**src/design/pfba_pkg.sv**
```systemverilog
`timescale 1ns / 1ps
// ---------------------------------------------------------------------------
// pfba_pkg
// Shared types, codes and helpers of the page frame bitmap allocator.
// ---------------------------------------------------------------------------
package pfba_pkg;

  localparam int NUM_PAGES_DEF = 65536;
  localparam int WORD_BITS     = 64;

  localparam logic [1:0] OP_ALLOC = 2'd0;
  localparam logic [1:0] OP_FREE  = 2'd1;
  localparam logic [1:0] OP_MARK  = 2'd2;

  localparam logic [1:0] ST_OK        = 2'd0;
  localparam logic [1:0] ST_OOM       = 2'd1;
  localparam logic [1:0] ST_PROTECTED = 2'd2;

  localparam logic [WORD_BITS-1:0] ALL_BUSY = '1;

  typedef struct packed {
    logic [1:0]  operation;
    logic [15:0] page_number;
    logic [16:0] page_count;
    logic        usable;
  } pfba_in_t;

  typedef struct packed {
    logic [15:0] granted_page;
    logic [1:0]  status;
  } pfba_out_t;

  // lowest clear bit of a word: byte first, then bit within the byte
  function automatic logic [5:0] first_zero(input logic [WORD_BITS-1:0] w);
    logic [7:0] byte_open;
    logic [2:0] bsel;
    logic [7:0] sel_byte;
    logic [2:0] pos;
    for (int i = 0; i < 8; i++) begin
      byte_open[i] = ~&w[8*i +: 8];
    end
    bsel = '0;
    for (int i = 7; i >= 0; i--) begin
      if (byte_open[i]) bsel = 3'(i);
    end
    sel_byte = w[8*bsel +: 8];
    pos = '0;
    for (int i = 7; i >= 0; i--) begin
      if (!sel_byte[i]) pos = 3'(i);
    end
    return {bsel, pos};
  endfunction

endpackage

```
**src/design/pfba_seq.sv**
```systemverilog
`timescale 1ns / 1ps
// ---------------------------------------------------------------------------
// pfba_seq
// Transaction sequencer: clearing pass, word scan for allocation,
// read-modify-write of bitmap words for free and region marking.
// ---------------------------------------------------------------------------
module pfba_seq #(
  parameter int NUM_PAGES = 65536
) (
  input  logic                                       clk,
  input  logic                                       rst_n,
  input  logic                                       in_valid,
  output logic                                       in_ready,
  input  pfba_pkg::pfba_in_t                         in_data,
  input  logic [15:0]                                protect_limit,
  output logic                                       res_valid,
  output pfba_pkg::pfba_out_t                        res_data,
  input  logic                                       res_ready,
  output logic                                       mem_rd_en,
  output logic [$clog2(NUM_PAGES/pfba_pkg::WORD_BITS > 1 ?
                       NUM_PAGES/pfba_pkg::WORD_BITS : 2)-1:0] mem_rd_addr,
  input  logic [pfba_pkg::WORD_BITS-1:0]             mem_rd_data,
  output logic                                       mem_wr_en,
  output logic [$clog2(NUM_PAGES/pfba_pkg::WORD_BITS > 1 ?
                       NUM_PAGES/pfba_pkg::WORD_BITS : 2)-1:0] mem_wr_addr,
  output logic [pfba_pkg::WORD_BITS-1:0]             mem_wr_data
);
  import pfba_pkg::*;

  localparam int WORDS = NUM_PAGES / WORD_BITS;
  localparam int AW    = $clog2(WORDS > 1 ? WORDS : 2);
  localparam int TW    = $clog2(NUM_PAGES + 1);
  localparam int PW    = (TW > 18) ? TW : 18;

  localparam logic [2:0] S_CLR  = 3'd0;
  localparam logic [2:0] S_IDLE = 3'd1;
  localparam logic [2:0] S_SCAN = 3'd2;
  localparam logic [2:0] S_FREE = 3'd3;
  localparam logic [2:0] S_MARK = 3'd4;
  localparam logic [2:0] S_RESP = 3'd5;

  logic [2:0]      state_r, state_nxt;
  logic [AW-1:0]   idx_r, idx_nxt;
  logic [AW:0]     words_r, words_nxt;
  logic [AW-1:0]   first_r, first_nxt;
  logic [AW-1:0]   last_r, last_nxt;
  logic [5:0]      lo_r, lo_nxt;
  logic [5:0]      hi_r, hi_nxt;
  logic            usable_r, usable_nxt;
  logic [1:0]      op_r, op_nxt;
  logic [TW-1:0]   total_r, total_nxt;
  pfba_out_t       res_r, res_nxt;

  logic [AW:0]     idx_inc;
  logic [AW:0]     words_now;
  logic [PW-1:0]   page_pos;
  logic [PW-1:0]   sum_pos;
  logic [PW-1:0]   end_pos;
  logic [PW-1:0]   end_m1;
  logic            page_ok;
  logic [AW-1:0]   page_word;
  logic [AW-1:0]   end_word;
  logic [5:0]      fz;
  logic [5:0]      lo_eff, hi_eff;
  logic [WORD_BITS-1:0] run_mask;

  assign idx_inc   = {1'b0, idx_r} + 1'b1;
  assign words_now = (AW+1)'(total_r >> 6);
  assign page_pos  = PW'(in_data.page_number);
  assign sum_pos   = page_pos + PW'(in_data.page_count);
  assign end_pos   = (sum_pos > PW'(NUM_PAGES)) ? PW'(NUM_PAGES) : sum_pos;
  assign end_m1    = end_pos - 1'b1;
  assign page_ok   = page_pos < PW'(NUM_PAGES);
  assign page_word = page_pos[AW+5:6];
  assign end_word  = end_m1[AW+5:6];
  assign fz        = first_zero(mem_rd_data);
  assign lo_eff    = (idx_r == first_r) ? lo_r : 6'd0;
  assign hi_eff    = (idx_r == last_r) ? hi_r : 6'd63;
  assign run_mask  = (ALL_BUSY << lo_eff) & (ALL_BUSY >> (6'd63 - hi_eff));

  always_comb begin
    state_nxt   = state_r;
    idx_nxt     = idx_r;
    words_nxt   = words_r;
    first_nxt   = first_r;
    last_nxt    = last_r;
    lo_nxt      = lo_r;
    hi_nxt      = hi_r;
    usable_nxt  = usable_r;
    op_nxt      = op_r;
    total_nxt   = total_r;
    res_nxt     = res_r;
    mem_rd_en   = 1'b0;
    mem_rd_addr = idx_r;
    mem_wr_en   = 1'b0;
    mem_wr_addr = idx_r;
    mem_wr_data = '0;
    case (state_r)
      S_CLR: begin
        mem_wr_en = 1'b1;
        if (idx_inc == (AW+1)'(WORDS)) begin
          idx_nxt   = '0;
          state_nxt = S_IDLE;
        end else begin
          idx_nxt = idx_inc[AW-1:0];
        end
      end
      S_IDLE: begin
        if (in_valid) begin
          op_nxt    = in_data.operation;
          res_nxt   = '{granted_page: 16'd0, status: ST_OK};
          state_nxt = S_RESP;
          case (in_data.operation)
            OP_ALLOC: begin
              if (words_now == '0) begin
                res_nxt.status = ST_OOM;
              end else begin
                mem_rd_en   = 1'b1;
                mem_rd_addr = '0;
                idx_nxt     = '0;
                words_nxt   = words_now;
                state_nxt   = S_SCAN;
              end
            end
            OP_FREE: begin
              if (in_data.page_number <= protect_limit) begin
                res_nxt.status = ST_PROTECTED;
              end else if (page_ok) begin
                mem_rd_en   = 1'b1;
                mem_rd_addr = page_word;
                idx_nxt     = page_word;
                lo_nxt      = in_data.page_number[5:0];
                state_nxt   = S_FREE;
              end
            end
            OP_MARK: begin
              if (PW'(in_data.page_count) >= PW'(NUM_PAGES) - PW'(total_r)) begin
                total_nxt = TW'(NUM_PAGES);
              end else begin
                total_nxt = total_r + TW'(in_data.page_count);
              end
              if (in_data.page_count != '0 && page_ok) begin
                mem_rd_en   = 1'b1;
                mem_rd_addr = page_word;
                idx_nxt     = page_word;
                first_nxt   = page_word;
                last_nxt    = end_word;
                lo_nxt      = in_data.page_number[5:0];
                hi_nxt      = end_m1[5:0];
                usable_nxt  = in_data.usable;
                state_nxt   = S_MARK;
              end
            end
            default: begin
            end
          endcase
        end
      end
      S_SCAN: begin
        if (mem_rd_data != ALL_BUSY) begin
          state_nxt = S_RESP;
          if (idx_r == '0 && fz == 6'd0) begin
            res_nxt.status = ST_OOM;
          end else begin
            mem_wr_en            = 1'b1;
            mem_wr_data          = mem_rd_data | (WORD_BITS'(1) << fz);
            res_nxt.granted_page = 16'({idx_r, fz});
          end
        end else if (idx_inc == words_r) begin
          res_nxt.status = ST_OOM;
          state_nxt      = S_RESP;
        end else begin
          mem_rd_en   = 1'b1;
          mem_rd_addr = idx_inc[AW-1:0];
          idx_nxt     = idx_inc[AW-1:0];
        end
      end
      S_FREE: begin
        mem_wr_en   = 1'b1;
        mem_wr_data = mem_rd_data & ~(WORD_BITS'(1) << lo_r);
        state_nxt   = S_RESP;
      end
      S_MARK: begin
        mem_wr_en   = 1'b1;
        mem_wr_data = usable_r ? (mem_rd_data & ~run_mask) : (mem_rd_data | run_mask);
        if (idx_r == last_r) begin
          state_nxt = S_RESP;
        end else begin
          mem_rd_en   = 1'b1;
          mem_rd_addr = idx_inc[AW-1:0];
          idx_nxt     = idx_inc[AW-1:0];
        end
      end
      S_RESP: begin
        if (res_ready) begin
          state_nxt = S_IDLE;
        end
      end
      default: begin
        state_nxt = S_IDLE;
      end
    endcase
  end

  always_ff @(posedge clk) begin
    if (!rst_n) begin
      state_r <= S_CLR;
      idx_r   <= '0;
      total_r <= '0;
      op_r    <= OP_MARK;
    end else begin
      state_r <= state_nxt;
      idx_r   <= idx_nxt;
      total_r <= total_nxt;
      op_r    <= op_nxt;
    end
  end

  always_ff @(posedge clk) begin
    words_r  <= words_nxt;
    first_r  <= first_nxt;
    last_r   <= last_nxt;
    lo_r     <= lo_nxt;
    hi_r     <= hi_nxt;
    usable_r <= usable_nxt;
    res_r    <= res_nxt;
  end

  assign in_ready  = (state_r == S_IDLE);
  assign res_valid = (state_r == S_RESP);
  assign res_data  = res_r;

  a_total_cap: assert property (@(posedge clk) disable iff (!rst_n)
    total_r <= TW'(NUM_PAGES))
    else $error("page total above capacity");

  a_no_rw_clash: assert property (@(posedge clk) disable iff (!rst_n)
    (mem_rd_en && mem_wr_en) |-> (mem_rd_addr != mem_wr_addr))
    else $error("read and write of the same bitmap word in one cycle");

  a_idle_no_write: assert property (@(posedge clk) disable iff (!rst_n)
    (state_r == S_IDLE) |-> !mem_wr_en)
    else $error("bitmap write while idle");

  a_alloc_nonzero: assert property (@(posedge clk) disable iff (!rst_n)
    (res_valid && op_r == OP_ALLOC && res_r.status == ST_OK) |->
      (res_r.granted_page != 16'd0 || NUM_PAGES > 65536))
    else $error("allocation granted page zero");

  a_one_at_a_time: assert property (@(posedge clk) disable iff (!rst_n)
    (in_valid && in_ready) |=> !in_ready)
    else $error("second transaction taken while busy");

endmodule

```
**config.mk**
```make
export PLATFORM = sky130hd
export DESIGN_NAME = pfba_seq
export DESIGN_NICKNAME = d
export VERILOG_FILES = /design/src/design/pfba_pkg.sv /design/src/design/pfba_seq.sv
export SDC_FILE = /design/constraint.sdc
export NUM_CORES = 1
export LEC_CHECK = 0
export CORE_MARGIN = 2
export CORE_UTILIZATION = 41
export CTS_BUF_LIST = sky130_fd_sc_hd__clkbuf_8 sky130_fd_sc_hd__clkbuf_16
export DETAILED_ROUTE_END_ITERATION = 10
export DONT_BUFFER_PORTS = 1
export RECOVER_POWER = 25
export SLEW_MARGIN = 20
export SYNTH_ARGS = -nofsm -noshare
export SYNTH_HDL_FRONTEND = slang
export SYNTH_SLANG_ARGS = --single-unit
export TNS_END_PERCENT = 50
```
**constraint.sdc**
```tcl
create_clock -name clk -period 6.55 [get_ports clk]
set_input_delay 0.9825 -clock clk [delete_from_list [all_inputs] [get_ports clk]]
set_output_delay 0.9825 -clock clk [all_outputs]
set_load 0.1 [all_outputs]
```
* After elaboration in Yosys (flattened, before gate mapping)
Index checks and enable logic that the tools add are counted.
** Word-level totals
- Flip-flop bits (word level) :: 92
- Input port bits :: 120
- Output and inout port bits :: 106
- Word-level logic and storage cells :: 159
** Operators by class
- Add/subtract/negate cells :: 6
- Magnitude comparators :: 4
- Equality and inequality tests :: 23
- Shift operators :: 5
- Muxes and demuxes :: 75
- Bitwise operators :: 8
- Reduce and logical (&&, ||, !) cells :: 27
** Operators by type and width (number)
- $and A64 B64 Y64 :: 3
- $mux W64 :: 3
- $pmux W64 S3 :: 1
- $not A64 Y64 :: 2
- $or A64 B64 Y64 :: 2
- $shl A1 B6 Y64 const A :: 2
- $mux W10 :: 9
- $mux W3 :: 25
- $ne A64 B64 Y1 const B :: 1
- $reduce_and A8 Y1 :: 8
- $shiftx A64 B7 Y8 :: 1
- $shl A64 B6 Y64 const A :: 1
- $shr A64 B6 Y64 const A :: 1
- $pmux W10 S3 :: 2
- $mux W16 :: 3
- $pmux W10 S4 :: 1
- $pmux W18 S2 :: 1
- $mux W6 :: 5
- $eq A10 B10 Y1 :: 2
- $add A16 B17 Y18 :: 1
- $ge A17 B18 Y1 :: 1
- $gt A18 B17 Y1 const B :: 1
- $mux W18 :: 1
- $pmux W3 S6 :: 1
- other kinds (40) :: 70

* Longest topological paths before layout
- Depth in word-level cells :: 23
- Depth in mapped cells :: 20
- Gate-level depth less buffers :: 19

* Worst setup path before layout
OpenSTA, ideal clock, no wires.
- Path kind :: input to output
- Start point :: in mem_rd_data[7] (netlist name)
- End point :: out mem_wr_en
- Data arrival time :: 5.696 ns
- Required time :: 5.568 ns
- Path slack :: -0.129 ns
- Cell stages on the path :: 12
- Path buffers :: 1
- Cells stage by stage :: nand4_2 or4_4 a2111o_1 nand2_1 buf_4 nand3_1 a311oi_2 nor2_1 a31o_2 nand3_1 nand2_1 a221oi_1
** On the way
- Word-level cells in the longest chain between the ends :: 16
- Elaborated cells on any way between the ends :: 17
- Classes of those cells :: 1 x eq/ne; 1 x shift; 12 x mux; 3 x reduce/logical
** RTL lines
- from (decl) :: RTL line pfba_seq.sv:22 : input logic [pfba_pkg::WORD_BITS-1:0] mem_rd_data,
- $reduce_and A8 Y1 :: RTL line pfba_pkg.sv:40 : byte_open[i] = ~&w[8*i +: 8];
- $mux W3 :: RTL line pfba_pkg.sv:44 : if (byte_open[i]) bsel = 3'(i);
- $shiftx A64 B7 Y8 :: RTL line pfba_pkg.sv:46 : sel_byte = w[8*bsel +: 8];
- $mux W3 (8 in a row) :: RTL line pfba_pkg.sv:49 : if (!sel_byte[i]) pos = 3'(i);
- $logic_not A6 Y1 :: RTL line pfba_seq.sv:162 : if (idx_r == '0 && fz == 6'd0) begin
- $logic_and A1 B1 Y1 :: RTL line pfba_seq.sv:162
- $mux W1 :: RTL line pfba_seq.sv:162
- $mux W1 * :: RTL line pfba_seq.sv:160 : if (mem_rd_data != ALL_BUSY) begin
- $pmux W1 S2 * :: RTL line pfba_seq.sv:98 : case (state_r)
- to (decl) :: RTL line pfba_seq.sv:23 : output logic mem_wr_en,
Every way passes the cells marked *; elsewhere a longest branch is shown, timed or not.

* Final worst setup path
- Start point :: in mem_rd_data[7] (netlist name)
- End point :: out mem_wr_data[47] (netlist name)
** On the way
- Word-level cells in the longest chain between the ends :: 16
- Elaborated cells on any way between the ends :: 19
- Classes of those cells :: 1 x eq/ne; 2 x shift; 12 x mux; 1 x bitwise; 3 x reduce/logical
** RTL lines
- $reduce_and A8 Y1 :: RTL line pfba_pkg.sv:40
- $mux W3 :: RTL line pfba_pkg.sv:44
- $shiftx A64 B7 Y8 :: RTL line pfba_pkg.sv:46
- $mux W3 (8 in a row) :: RTL line pfba_pkg.sv:49
- $logic_not A6 Y1 / $shl A1 B6 Y64 (equally long branches) :: RTL line pfba_seq.sv:162, pfba_seq.sv:166
- $logic_and A1 B1 Y1 / $or A64 B64 Y64 (equally long branches) :: RTL line pfba_seq.sv:162, pfba_seq.sv:166
- $mux W64 :: RTL line pfba_seq.sv:162
- $mux W64 * :: RTL line pfba_seq.sv:160
- $pmux W64 S3 * :: RTL line pfba_seq.sv:98
- to (decl) :: RTL line pfba_seq.sv:26 : output logic [pfba_pkg::WORD_BITS-1:0] mem_wr_data
Marks and branches as above.

==> impl_metrics.tcl <==
set metrics [dict create \
    fin_skew_ns 0.01223 \
    dp_hpwl_mm 47.81 \
    cp_max_fo 16 \
    p_int_mw 1.021 \
    tritoncts "done" \
    yosys_warnings 0 \
    clkPwrFrac_pct 35.9 \
    postSynthRegisterBits 92 \
    place_inst 1984 \
    rows 62 \
    syn_inst 1565 \
    synth_edf_count 62 \
    drv_cap 2 \
    dieWidth_microns 174.5 \
    root_buffer "clkbuf_16" \
    post_cts_buffers 0 \
    drive_gt1_share_pct 17.56 \
    cp.required_ns 5.57 \
    cts_buffers 9 \
    drt_wl_total_mm 60.13 \
    overflow 0 \
    grt_max_degree 37 \
    slew_violations 24 \
    finalHoldViolCount 0 \
    ys_types 99 \
    fill_cells 2808 \
    end_kind "output port" \
    track_usage_pct 38.21 \
    register_area_sq_um 2465 \
    ios 226 \
    synthFlopType "edfxtp_1" \
    slowest_stage "a2111oi_2" \
    fin_ws_ns 0.2623 \
    cts.repair.resized 0 \
    num_vias 13850 \
    path_cells "nand4_2 -> or4_4 -> a2111oi_2 -> nor2_2 -> a211oi_2 -> o21ai_1 -> and4_1 -> a211o_1 -> nor2_4 -> a21oi_1 -> o221ai_2 -> buf_4" \
    clockBufferDepth 2 \
    power.static_leakage_nw 5.340 \
    worst_pin_slew_ns 1.890 \
    async_flop_share_pct 0 \
    status "finished, violations left" \
    ctsHtreeMaxLevel 3 \
    p_seq_share_pct 41.8 \
    peakVddDrop_mv 0.1344 \
    syn-num-nets 1756 \
    cp-startpoint "mem_rd_data[7]" \
    seq_area_frac_synth_pct 20.65 \
    firstDrtPassIters 6 \
    min_period_over_period_pct 96.00 \
    hold_class "reg -> reg" \
    core_area_sq_um 28700 \
    via_per_inst 6.916 \
    reg2regPathDepth 12 \
    die_y_microns 174.5 \
    instances_no_fill 2003 \
    multiInputGateArea_sq_um 9220 \
    ctsHoldBuffers 0 \
    comb_power_share_pct 22.2 \
    postSynthAreaPerCell_sq_um 7.619 \
    ant_nets 0 \
    p_switching_mw 0.4728 \
    critPathLaunchType "input pin" \
    fin_util_pct 49.60 \
    portBuffers 0 \
    slew_headroom_pct -25.97 \
    power_density_nw_per_um2 104.9 \
    worstReg2RegEnd "mem_wr_addr[6]$_SDFFE_PN0P_" \
    clk-insertion-delay-late_ns 0.36 \
    drtIter0Drc 1985 \
    preCtsSetupSlack_ns 0.5040 \
    endpoint "mem_wr_data[47]" \
    grt_pass1_vias 13030 \
    rsz0062_at_grt "no" \
    rrSetupSlack_ns 1.71 \
    fin_crit_ns 6.288 \
    die-area_sq_um 30460 \
    swShare_pct 31.64 \
    violations "capacitance limit, slew limit" \
    setup_viol 0 \
    syn_area_sq_um 11920 \
    clock_sinks 92 \
    crit_arrival_ns 5.31 \
    tns_ns 0 \
    wl_per_cell_microns 30.02 \
    gp_congestion 1.049 \
    crit_type "in -> out" \
    area_growth_pct 19.40 \
    r2r_start "mem_wr_addr[5]$_SDFFE_PN0P_" \
    clk_pin_slew_ns 0.08 \
    initial_utilization_pct 41.54 \
    max_freq_ghz 0.1590 \
    grt_pass1_wl_mm 87.11 \
    final_nets 1803 \
    grt_antenna_before_repair 1 \
    worst_path_largest_cell_delay_ns 0.83 \
    drc 0 \
    worst_hold_slack_ns 0.5603 \
]
cell type report:
| type | count | area share, % |
|---|---|---|
| clock buffers | 9 | 1.582 |
| diodes | 2 | 0.03515 |
| repair buffers | 140 | 11.36 |
| well taps | 384 | 3.375 |
| inverters | 41 | 1.081 |
| clock inverters | 7 | 0.4921 |
| flip-flops and latches | 92 | 17.31 |
| multi-input cells | 1328 | 64.76 |
through the flow:
step | power, mW | cell area (sq um)
finish | 1.494 | 14240
detailed placement | 0.9640 | 13940
global route | 1.551 | 14230
floorplan | 0.8973 | 11930
global placement | 0.9585 | 13920
CTS | 1.495 | 14230
sequential cells by signal (all words and copies together), names as in the netlist:
name,cells
usable_r,1
mem_wr_addr,10
last_r,10
lo_r,6
words_r,11
hi_r,6
first_r,10
res_data,18
state_r,3
total_r,17
cell usage after synthesis (30+ instances only):
cell / count / share of area, %
dfxtp_1: 30 / 5.0
a22oi_1: 45 / 2.8
ha_1: 69 / 7.2
o21ai_1: 37 / 1.6
nor3_1: 37 / 1.6
nand2_1: 134 / 4.2
nand3_1: 45 / 1.9
nor2b_1: 30 / 1.6
nor2_1: 107 / 3.4
edfxtp_1: 62 / 16
inv_1: 40 / 1.3
o211ai_1: 42 / 2.6
xor2_1: 32 / 2.4
clkbuf_1: 83 / 2.6
xnor2_1: 55 / 4.0
a21oi_1: 123 / 5.2
o221ai_1: 30 / 2.2
o21ai_0: 134 / 5.6
metal layers:
metal / vias to the layer above / global-route usage (%) / wire, microns
met3: 206 / 9.536 / 6153
met2: 936 / 62.68 / 27380
met4: 0 / 23.65 / 4182
met5: - / 0 / 0
li1: 6115 / - / -
met1: 6595 / 44.82 / 22410
critical path: cells and delay by family:
family,cells,cell delay [ns]
buf+inv,1,0.36
simple gates,5,1.84
compound gates,6,2.10
layout by cell type (no fill, tap or decap), types with 16 or more instances in the layout:
| cell type | netlist | final |
|---|---|---|
| and2_1 | 26 | 23 |
| nand3_1 | 45 | 45 |
| a21o_1 | 16 | 16 |
| xnor2_1 | 55 | 55 |
| buf_4 | 4 | 90 |
| nor3_1 | 37 | 36 |
| mux2i_1 | 21 | 21 |
| inv_1 | 40 | 40 |
| ha_1 | 69 | 69 |
| nor4_1 | 21 | 19 |
| a21oi_1 | 123 | 123 |
| a31oi_1 | 19 | 19 |
| o21ai_2 | 0 | 31 |
| nand2_1 | 134 | 133 |
| o221ai_2 | 7 | 30 |
| nor2_1 | 107 | 104 |
| nand2b_1 | 16 | 16 |
| a22oi_1 | 45 | 45 |
| nand4_1 | 21 | 21 |
| o21ai_0 | 134 | 132 |
| a211oi_1 | 22 | 22 |
| nor2b_1 | 30 | 29 |
| dfxtp_1 | 30 | 28 |
| xor2_1 | 32 | 32 |
| buf_12 | 0 | 42 |
| o211ai_1 | 42 | 42 |
| edfxtp_1 | 62 | 62 |
| o21a_1 | 23 | 23 |
worst min-delay path by stage:
| stage | start | endpoint | slack (ns) | depth (start not counted) |
|---|---|---|---|---|
| global route | total_r[12]$_SDFFE_PN0P_ | words_r[6]$_DFFE_PP_ | 0.56 | 0 |
| detailed placement | total_r[16]$_SDFFE_PN0P_ | words_r[10]$_DFFE_PP_ | 0.56 | 0 |
| CTS | total_r[14]$_SDFFE_PN0P_ | words_r[8]$_DFFE_PP_ | 0.56 | 0 |
| floorplan | total_r[6]$_SDFFE_PN0P_ | words_r[0]$_DFFE_PP_ | 0.43 | 0 |
| global placement | total_r[16]$_SDFFE_PN0P_ | words_r[10]$_DFFE_PP_ | 0.55 | 0 |
| finish | total_r[12]$_SDFFE_PN0P_ | words_r[6]$_DFFE_PP_ | 0.56 | 0 |
power groups by stage:
stage | clock [mW] | sequential (mW) | combinational (mW)
finish | 0.537 | 0.625 | 0.332
global route | 0.560 | 0.625 | 0.366
CTS | 0.542 | 0.625 | 0.328
detailed placement | 0 | 0.639 | 0.325
global placement | 0 | 0.639 | 0.320
floorplan | 0 | 0.647 | 0.250
logic make-up after synthesis:
family,after synthesis,share of synthesized area [%]
buffers and inverters,145,4.942
xor gates and xnor gates,87,6.390
adders and majority gates,71,7.576
and+or+nand+nor,513,21.87
muxes,25,2.141
DFF,92,20.65
AOI/OAI and AO/OA,632,36.43
Note: power is estimated with default switching activity, not from simulation.
